--- src/rtl/swe_pkg.sv ---
// ----------------------------------------------------------------------------
// Sliding window extreme package
// Shared types and constants for the sliding window minimum/maximum unit.
// ----------------------------------------------------------------------------
package swe_pkg;

   // Configuration register indexes and widths.
   localparam int CSR_INDEX_WIDTH = 1;
   localparam int CSR_DATA_WIDTH = 7;
   localparam logic [CSR_INDEX_WIDTH-1:0] CSR_WINDOW_SIZE = 1'b0;
   localparam logic [CSR_INDEX_WIDTH-1:0] CSR_SELECT_MAX = 1'b1;
   localparam logic [CSR_DATA_WIDTH-1:0] WINDOW_SIZE_RESET = 7'd16;

   // Commands from the controller to the datapath.
   typedef struct packed {
      logic load;         // take a request, apply restart, read the front slot
      logic front_pop;    // drop the front entry, read the new front slot
      logic front_keep;   // keep the front value, read the back slot
      logic back_pop;     // drop the back entry, read the slot before it
      logic push;         // append the sample and deliver any result
   } cmd_type;

   // Status from the datapath to the controller.
   typedef struct packed {
      logic empty;        // deque holds no entries
      logic expired;      // front entry read last has left the window
      logic supersede;    // back entry read last is superseded by the sample
      logic out_free;     // output register can take a result this cycle
   } status_type;

endpackage

--- src/rtl/swe_ctrl.sv ---
// ----------------------------------------------------------------------------
// Sliding window extreme controller
// Sequences the front drops, back drops and the push of one sample.
// ----------------------------------------------------------------------------
module swe_ctrl (
   input  logic               clock,
   input  logic               reset,
   input  logic               req_tvalid,
   output logic               req_tready,
   input  swe_pkg::status_type status,
   output swe_pkg::cmd_type    cmd
);

   typedef enum logic [1:0] {
      IDLE,
      FRONT,
      BACK
   } state_type;

   state_type state_ff;
   state_type state_in;
   logic      ready_ff;

   // Next state and commands.
   always_comb begin
      state_in = state_ff;
      cmd = '0;
      unique case (state_ff)
         IDLE: begin
            if (req_tvalid && ready_ff) begin
               cmd.load = 1'b1;
               state_in = FRONT;
            end
         end
         FRONT: begin
            if (!status.empty && status.expired) begin
               cmd.front_pop = 1'b1;
            end else begin
               cmd.front_keep = 1'b1;
               state_in = BACK;
            end
         end
         BACK: begin
            if (!status.empty && status.supersede) begin
               cmd.back_pop = 1'b1;
            end else if (status.out_free) begin
               cmd.push = 1'b1;
               state_in = IDLE;
            end
         end
         default: begin
            state_in = IDLE;
         end
      endcase
   end

   // State and registered ready.
   always_ff @(posedge clock) begin
      if (reset) begin
         state_ff <= IDLE;
         ready_ff <= 1'b1;
      end else begin
         state_ff <= state_in;
         ready_ff <= (state_in == IDLE);
      end
   end

   assign req_tready = ready_ff;

endmodule

--- src/rtl/swe_datapath.sv ---
// ----------------------------------------------------------------------------
// Sliding window extreme datapath
// Deque memory, pointers, counters, configuration and the output register.
// ----------------------------------------------------------------------------
module swe_datapath #(
   parameter int WINDOW_MAX = 64,
   parameter int SAMPLE_WIDTH = 16
) (
   input  logic                                 clock,
   input  logic                                 reset,
   input  logic                                 csr_we,
   input  logic [swe_pkg::CSR_INDEX_WIDTH-1:0]  csr_index,
   input  logic [swe_pkg::CSR_DATA_WIDTH-1:0]   csr_wdata,
   input  logic signed [SAMPLE_WIDTH-1:0]       req_sample,
   input  logic                                 req_restart,
   input  swe_pkg::cmd_type                     cmd,
   output swe_pkg::status_type                  status,
   output logic                                 rsp_tvalid,
   input  logic                                 rsp_tready,
   output logic [SAMPLE_WIDTH-1:0]              rsp_value
);

   localparam int AW = (WINDOW_MAX > 1) ? $clog2(WINDOW_MAX) : 1;
   localparam int CW = $clog2(WINDOW_MAX + 1);
   localparam int PW = $clog2(2 * WINDOW_MAX);
   localparam logic [PW-1:0] POS_LAST = PW'(2 * WINDOW_MAX - 1);
   localparam logic [PW:0] POS_MOD = (PW + 1)'(2 * WINDOW_MAX);

   typedef struct packed {
      logic signed [SAMPLE_WIDTH-1:0] value;
      logic [PW-1:0]                  position;
   } entry_type;

   // Deque storage.
   entry_type mem [WINDOW_MAX];
   entry_type rd_ff;

   // Configuration registers.
   logic [swe_pkg::CSR_DATA_WIDTH-1:0] window_size_ff;
   logic                               select_max_ff;

   // Sequence state.
   logic [AW-1:0] head_ff;
   logic [CW-1:0] count_ff;
   logic [PW-1:0] pos_ff;
   logic [CW-1:0] fill_ff;
   logic [CW-1:0] k_ff;
   logic signed [SAMPLE_WIDTH-1:0] sample_ff;
   logic signed [SAMPLE_WIDTH-1:0] front_ff;

   // Output register.
   logic                    rsp_valid_ff;
   logic [SAMPLE_WIDTH-1:0] rsp_value_ff;

   // Working signals.
   logic [CW-1:0] k_eff;
   logic [AW-1:0] rd_addr;
   logic          rd_en;
   logic [AW-1:0] push_addr;
   logic [PW:0]   age;
   logic [CW-1:0] fill_clamped;
   logic [CW-1:0] fill_next;
   logic signed [SAMPLE_WIDTH-1:0] front_next;
   logic [CW-1:0] back_off;

   // Ring slot at an offset from the head, modulo the deque depth.
   function automatic logic [AW-1:0] slot(input logic [AW-1:0] head,
                                          input logic [CW-1:0] off);
      logic [31:0] s;
      s = 32'(head) + 32'(off);
      if (s >= 32'(WINDOW_MAX)) begin
         s = s - 32'(WINDOW_MAX);
      end
      return s[AW-1:0];
   endfunction

   // Effective window: zero counts as one, large values saturate.
   always_comb begin
      logic [31:0] ws;
      ws = 32'(window_size_ff);
      if (ws == 32'd0) begin
         ws = 32'd1;
      end else if (ws > 32'(WINDOW_MAX)) begin
         ws = 32'(WINDOW_MAX);
      end
      k_eff = ws[CW-1:0];
   end

   // Configuration writes.
   always_ff @(posedge clock) begin
      if (reset) begin
         window_size_ff <= swe_pkg::WINDOW_SIZE_RESET;
         select_max_ff <= 1'b0;
      end else if (csr_we) begin
         unique case (csr_index)
            swe_pkg::CSR_WINDOW_SIZE: window_size_ff <= csr_wdata;
            swe_pkg::CSR_SELECT_MAX:  select_max_ff <= csr_wdata[0];
            default: ;
         endcase
      end
   end

   // Read address for the next deque access.
   always_comb begin
      back_off = (count_ff >= CW'(2)) ? (count_ff - CW'(2)) : '0;
      rd_en = cmd.load | cmd.front_pop | cmd.front_keep | cmd.back_pop;
      if (cmd.front_pop) begin
         rd_addr = slot(head_ff, CW'(1));
      end else if (cmd.front_keep) begin
         rd_addr = slot(head_ff, count_ff - CW'(1));
      end else if (cmd.back_pop) begin
         rd_addr = slot(head_ff, back_off);
      end else begin
         rd_addr = head_ff;
      end
      push_addr = slot(head_ff, count_ff);
   end

   // Age of the front entry, modulo twice the largest window.
   always_comb begin
      if (pos_ff >= rd_ff.position) begin
         age = {1'b0, pos_ff} - {1'b0, rd_ff.position};
      end else begin
         age = {1'b0, pos_ff} + POS_MOD - {1'b0, rd_ff.position};
      end
   end

   // Status toward the controller.
   always_comb begin
      status.empty = (count_ff == '0);
      status.expired = (32'(age) >= 32'(k_ff));
      if (select_max_ff) begin
         status.supersede = (rd_ff.value <= sample_ff);
      end else begin
         status.supersede = (rd_ff.value >= sample_ff);
      end
      status.out_free = !rsp_valid_ff || rsp_tready;
   end

   // Fill count and front value after the push.
   always_comb begin
      fill_clamped = (fill_ff > k_ff) ? k_ff : fill_ff;
      fill_next = (fill_clamped < k_ff) ? (fill_clamped + CW'(1)) : fill_clamped;
      front_next = (count_ff == '0) ? sample_ff : front_ff;
   end

   // Deque memory: one write and one registered read.
   always_ff @(posedge clock) begin
      if (cmd.push) begin
         mem[push_addr] <= '{value: sample_ff, position: pos_ff};
      end
      if (rd_en) begin
         rd_ff <= mem[rd_addr];
      end
   end

   // Request payload and front value.
   always_ff @(posedge clock) begin
      if (cmd.load) begin
         sample_ff <= req_sample;
         k_ff <= k_eff;
      end
      if (cmd.front_keep) begin
         front_ff <= rd_ff.value;
      end
      if (cmd.push) begin
         front_ff <= front_next;
      end
   end

   // Pointers and counts.
   always_ff @(posedge clock) begin
      if (reset) begin
         head_ff <= '0;
         count_ff <= '0;
         pos_ff <= '0;
         fill_ff <= '0;
      end else begin
         if (cmd.load && req_restart) begin
            head_ff <= '0;
            count_ff <= '0;
            pos_ff <= '0;
            fill_ff <= '0;
         end
         if (cmd.front_pop) begin
            head_ff <= slot(head_ff, CW'(1));
            count_ff <= count_ff - CW'(1);
         end
         if (cmd.back_pop) begin
            count_ff <= count_ff - CW'(1);
         end
         if (cmd.push) begin
            count_ff <= count_ff + CW'(1);
            pos_ff <= (pos_ff == POS_LAST) ? '0 : (pos_ff + PW'(1));
            fill_ff <= fill_next;
         end
      end
   end

   // Output register.
   always_ff @(posedge clock) begin
      if (reset) begin
         rsp_valid_ff <= 1'b0;
      end else if (cmd.push && (fill_next >= k_ff)) begin
         rsp_valid_ff <= 1'b1;
      end else if (rsp_tready) begin
         rsp_valid_ff <= 1'b0;
      end
   end

   always_ff @(posedge clock) begin
      if (cmd.push) begin
         rsp_value_ff <= front_next;
      end
   end

   assign rsp_tvalid = rsp_valid_ff;
   assign rsp_value = rsp_value_ff;

endmodule

--- src/rtl/sliding_window_extreme_unit.sv ---
// ----------------------------------------------------------------------------
// Sliding window extreme unit
// Sliding-window minimum or maximum of a signed sample stream by monotonic deque.
// ----------------------------------------------------------------------------
// Each request carries one sample and a restart flag. The unit drops expired
// entries from the deque front, drops superseded entries from the back and
// appends the sample; once window_size samples of the current sequence have
// arrived, every request yields one response with the window minimum
// (select_max = 0) or maximum (select_max = 1). A request spends one deque
// step on each entry dropped from the front or back, and every sample is
// pushed once and dropped at most once (a restart clears the deque as its
// request is taken). Each deque step is gated by the registered read of the
// deque memory. A new request is taken only once the previous sample is
// pushed, but also while an earlier response waits in the output register;
// its push waits until that register is free. Configuration is to be written
// only while the unit is idle; the unit itself does not enforce this.
module sliding_window_extreme_unit #(
   parameter int WINDOW_MAX = 64,
   parameter int SAMPLE_WIDTH = 16
) (
   input  logic clock,
   input  logic reset,
   // Configuration port.
   input  logic                                csr_we,
   input  logic [swe_pkg::CSR_INDEX_WIDTH-1:0] csr_index,
   input  logic [swe_pkg::CSR_DATA_WIDTH-1:0]  csr_wdata,
   // Request channel.
   input  logic                                          req_tvalid,
   output logic                                          req_tready,
   input  logic [((SAMPLE_WIDTH + 7) / 8) * 8 - 1:0]     req_tdata,  // sample
   input  logic                                          req_tuser,  // restart
   // Response channel.
   output logic                                          rsp_tvalid,
   input  logic                                          rsp_tready,
   output logic [((SAMPLE_WIDTH + 7) / 8) * 8 - 1:0]     rsp_tdata   // extreme_value
);

   localparam int DATA_W = ((SAMPLE_WIDTH + 7) / 8) * 8;

   swe_pkg::cmd_type    cmd;
   swe_pkg::status_type status;
   logic [SAMPLE_WIDTH-1:0] rsp_value;

   swe_ctrl u_ctrl (
      .clock      (clock),
      .reset      (reset),
      .req_tvalid (req_tvalid),
      .req_tready (req_tready),
      .status     (status),
      .cmd        (cmd)
   );

   swe_datapath #(
      .WINDOW_MAX   (WINDOW_MAX),
      .SAMPLE_WIDTH (SAMPLE_WIDTH)
   ) u_datapath (
      .clock       (clock),
      .reset       (reset),
      .csr_we      (csr_we),
      .csr_index   (csr_index),
      .csr_wdata   (csr_wdata),
      .req_sample  ($signed(req_tdata[SAMPLE_WIDTH-1:0])),
      .req_restart (req_tuser),
      .cmd         (cmd),
      .status      (status),
      .rsp_tvalid  (rsp_tvalid),
      .rsp_tready  (rsp_tready),
      .rsp_value   (rsp_value)
   );

   // Response data, zero padded to whole bytes.
   assign rsp_tdata = DATA_W'(rsp_value);

endmodule
--- config.mk ---
export PLATFORM = sky130hd
export DESIGN_NAME = sliding_window_extreme_unit
export DESIGN_NICKNAME = d
export VERILOG_FILES = /design/src/rtl/swe_pkg.sv /design/src/rtl/swe_ctrl.sv /design/src/rtl/swe_datapath.sv /design/src/rtl/sliding_window_extreme_unit.sv
export SDC_FILE = /design/constraint.sdc
export NUM_CORES = 2
export LEC_CHECK = 0
export ABC_CLOCK_PERIOD_IN_PS = 12500
export BUFFER_PORTS_ARGS = -buffer_cell sky130_fd_sc_hd__buf_2
export CAP_MARGIN = 20
export CELL_PAD_IN_SITES_DETAIL_PLACEMENT = 0
export CELL_PAD_IN_SITES_GLOBAL_PLACEMENT = 1
export CORE_ASPECT_RATIO = 0.8
export CORE_MARGIN = 5
export CORE_UTILIZATION = 40
export CTS_BUF_LIST = sky130_fd_sc_hd__clkbuf_8
export CTS_CLUSTER_DIAMETER = 200
export CTS_CLUSTER_SIZE = 10
export DETAILED_ROUTE_END_ITERATION = 10
export GPL_TIMING_DRIVEN = 0
export PLACE_DENSITY = 0.73
export SLEW_MARGIN = 20
export SYNTH_ARGS = -nofsm -noshare
export SYNTH_HDL_FRONTEND = slang
export SYNTH_SLANG_ARGS = --single-unit
--- constraint.sdc ---
create_clock -name clock -period 12.5 [get_ports clock]
set_input_delay 2.5 -clock clock [delete_from_list [all_inputs] [get_ports clock]]
set_output_delay 2.5 -clock clock [all_outputs]
set_load 0.01 [all_outputs]
==> key figures <==
CTS
  • Clock latency on the worst-skew pair: 0.93 ns
  • Worst-path clk slew: ~0.080 ns
  • Post-CTS Setup Inserts: 0
  • CTS Buf Count: 176
  • Hold_buf cts: 0
  • Sink Count: 1589
  • Clk buf depth: 3
  • Root buffer cell: clkbuf_8
  • Post-CTS sizing: 0
  • H-Tree Depth: 4
  • CTS tree: done

Critical path
  • Required time of the critical path: approximately 13 ns
  • Critical path endpoint category: flop
  • Slowest CP cell: clkbuf_1
  • Setup CP Type: flop to flop
  • Worst Path Arrival: 8.63 ns
  • Startpoint Class: flop
  • Max incr delay on CP: 0.89 ns
  • Crit-path max FO: 37
  • CP Cell Sequence: buf_12 > ha_1 > nor2b_1 > o211ai_1 > nand2_1 > a21oi_1 > xnor2_1 > ha_1 > o211ai_1 > o31a_1 > nor2_1 > o21ai_0 > nand4_1 > a21o_1 > clkbuf_1 > clkbuf_1 > clkbuf_1 > nand3_1 > and3_1 > nor4_1 > nand4_1
  • CP most frequent cell: clkbuf_1

Finish
  • Nets: 4802
  • Reg area: about 0.047 mm²
  • Area taken by multi-input logic gates: 0.0160 mm²
  • Fill cells: 13900
  • Synth-to-Final Area Change: 13.1%
  • Share of cells above drive strength 1: 0.140
  • Cell Count, Final, Fillers Out: 6865

GRT
  • Grt total ovfl: 0
  • First-pass GRT wire length: 263000 µm
  • Initial antenna violation count: 9
  • GRT Total Usage: 0.214
  • Number of global-route vias before repair: ~37000
  • Pin count of the biggest net entering global routing: 52

Run status
  • Status: finished, final reports clean

Detailed routing
  • Via count: about 39000
  • Post-Route WL: 184000 µm
  • DR pass1 iterations: 5
  • Initial DRC Count: roughly 5000
  • WL per Instance: 26.8 µm
  • Post-route ant nets: 0
  • Vias per cell: ~5.7
  • DRC: 0

Synthesis
  • Sequential share of the synthesized area: 0.738
  • Avg Inst Size Synth: 14.7 µm²
  • Syn Inst Count: 4348
  • Post-synth EDFFs: 1550
  • Top FF cell, synth: edfxtp_1
  • Ys async rst share: 0
  • Synth Net Count: around 4500
  • Netlist cell types: 78
  • Syn. warnings: 0
  • Seq cells post-synth: roughly 1600
  • Mapped Area: roughly 0.064 mm²

Placed design
  • DP Cell Count: around 6600
  • PortBufs: 47
  • Post-DP HPWL: about 130000 µm
  • Gpl congestion: just over 0.9
  • Pre-CTS WS: about 4.7 ns

Run
  • Max capacitance violation total: 0

STA
  • Final setup viols: 0
  • Worst slew margin: 0.205
  • Setup TNS: 0 ns
  • Tcrit/Tclk final: 0.642
  • Least-Margin Pin Slew: 1.19 ns
  • Final min period: about 8 ns
  • Final worst slack: 4.47 ns
  • RSZ-0062 raised after global routing: no
  • Worst Clk Skew: 0.0533 ns
  • Final Max Slew Viols: 0
  • Fmax: 125 MHz
  • Final Hold Fails: 0

Pwr
  • Switching power: between 6000 and 7000 µW
  • Switch share: 0.399
  • Sequential share of power: 0.403
  • Leakage: roughly 0.025 µW
  • Clock power frac: 0.192
  • Power per cell area: 219 mW/mm²
  • Combinational Power Share: 0.405
  • P_int: 9530 µW
  • VDD IR max: 103 µV

Floorplanning
  • Num ports: 48
  • Die W: 458 µm
  • Die Area: around 0.17 mm²
  • # rows: 131
  • Core Footprint: around 0.16 mm²
  • Starting Density: 0.402
  • Die Height: 368 µm

Worst hold path
  • Hold WC Path Type: flop to flop
-- worst max-delay path: cells and delay by family, from the launching register on --
kind | cells | cell delay (ns)
DFF | 1 | 0.62
buffers and inverters | 4 | 2.74
xor gates and xnor gates | 1 | 0.09
adders and majority gates | 2 | 0.58
AOI/OAI and AO/OA | 6 | 1.37
and+or+nand+nor | 8 | 2.25
-- layout make-up --
class | instances | share of cell area
timing repair buffer | 167 | 0.0347
clock buffer | 178 | 0.0338
clock inverter | 36 | 0.00264
tap | 2128 | 0.0367
multi-input combinational | 2471 | 0.221
buffer | 239 | 0.0150
sequential | 1589 | 0.653
inverter | 49 | 0.00254
antenna | 8 | 0.000276
-- synth_stat cells, types with 26 or more instances --
cell | count | share of area
a21oi_1 | 106 | 0.0083
mux4_2 | 109 | 0.038
and3_1 | 53 | 0.0052
buf_2 | 52 | 0.0041
mux2i_1 | 96 | 0.015
nand2_1 | 890 | 0.052
clkbuf_1 | 155 | 0.0091
dfxtp_1 | 39 | 0.012
edfxtp_1 | 1550 | 0.73
xnor2_1 | 26 | 0.0036
ha_1 | 75 | 0.015
nor2_1 | 140 | 0.0082
or3_1 | 26 | 0.0025
o211ai_1 | 47 | 0.0055
a22oi_1 | 48 | 0.0056
a32oi_1 | 28 | 0.0038
nand3_1 | 377 | 0.029
inv_1 | 49 | 0.0029
nand2b_1 | 32 | 0.0031
nand4_1 | 84 | 0.0082
o21ai_0 | 70 | 0.0055
-- sequential cells by signal, summed over array words and instances, names as in the netlist --
name	count
u_datapath.fill_ff	7
u_datapath.sample_ff	16
u_datapath.k_ff	7
u_datapath.pos_ff	7
u_datapath.rsp_value	16
u_datapath.front_ff	16
u_ctrl.req_tready	1
u_datapath.rd_ff	23
u_ctrl.state_ff	2
u_datapath.head_ff	6
u_datapath.mem	1472
u_datapath.select_max_ff	1
u_datapath.rsp_tvalid	1
u_datapath.count_ff	7
u_datapath.window_size_ff	7
-- power groups by stage --
stage | Clock, µW | Sequential [µW] | Combinational [µW]
final | 3050 | 6400 | 6420
after global routing | 3320 | 6410 | 6860
after CTS | 3100 | 6400 | 6370
after detailed placement | 0 | 6510 | 6350
after global placement | 0 | 6800 | 5800
after floorplan | 0 | 6580 | 3590
-- path summary, 6_finish.rpt --
path	startpoint	to	slack [ns]	depth (start not counted)
setup reg to reg	u_datapath.pos_ff[1]	u_datapath.rd_ff[21]	4.47	21
setup / recovery	u_datapath.pos_ff[1]	u_datapath.rd_ff[21]	4.47	21
hold reg to reg	u_datapath.fill_ff[4]	u_datapath.fill_ff[4]	0.52	2
hold / removal	u_datapath.fill_ff[4]	u_datapath.fill_ff[4]	0.52	2
-- cell usage in the layout, fill, tap and decap left out, types with 64 or more instances in the layout --
cell type	synthesis	layout
buf_2	52	100
clkbuf_8	0	178
mux4_2	109	109
inv_1	49	74
ha_1	75	75
nand2_1	890	890
nand4_1	84	84
edfxtp_1	1550	1550
a21oi_1	106	106
clkbuf_1	155	154
nor2_4	0	64
nor2_1	140	76
mux2i_1	96	96
nand3_1	377	376
o21ai_0	70	69
-- cells by family (layout without fill, tap and decap cells) --
family | Yosys count | count (layout) | synth area share
and+or+nand+nor | 1686 | 1686 | 0.118
DFF | 1589 | 1589 | 0.738
AOI/OAI and AO/OA | 441 | 441 | 0.0455
buffers and inverters | 288 | 669 | 0.0198
muxes | 228 | 228 | 0.0573
adders and majority gates | 79 | 79 | 0.0159
xor gates and xnor gates | 37 | 37 | 0.00506
other | 0 | 8 | 0
-- per-layer routing --
metal	wire length [µm]	part of all wire	GRT usage	vias up
li1	-	-	-	17100
met1	78300	0.43	0.311	20000
met2	80200	0.44	0.311	1819
met3	19400	0.11	0.0573	281
met4	5750	0.031	0.0744	10
met5	158	0.00086	0	-
-- per-stage QoR --
| stage | hold WS [ns] | total power (µW) | utilization | area [µm²] |
|---|---|---|---|---|
| after detailed placement | 0.490 | 12900 | 0.438 | 69800 |
| final | 0.516 | 15900 | 0.455 | 72500 |
| after global placement | 0.484 | 12600 | 0.420 | 67000 |
| after global routing | 0.544 | 16600 | 0.455 | 72400 |
| after CTS | 0.513 | 15900 | 0.455 | 72400 |
| after floorplan | 0.461 | 10200 | - | 64100 |
Note: power is estimated with default switching activity, not from simulation.
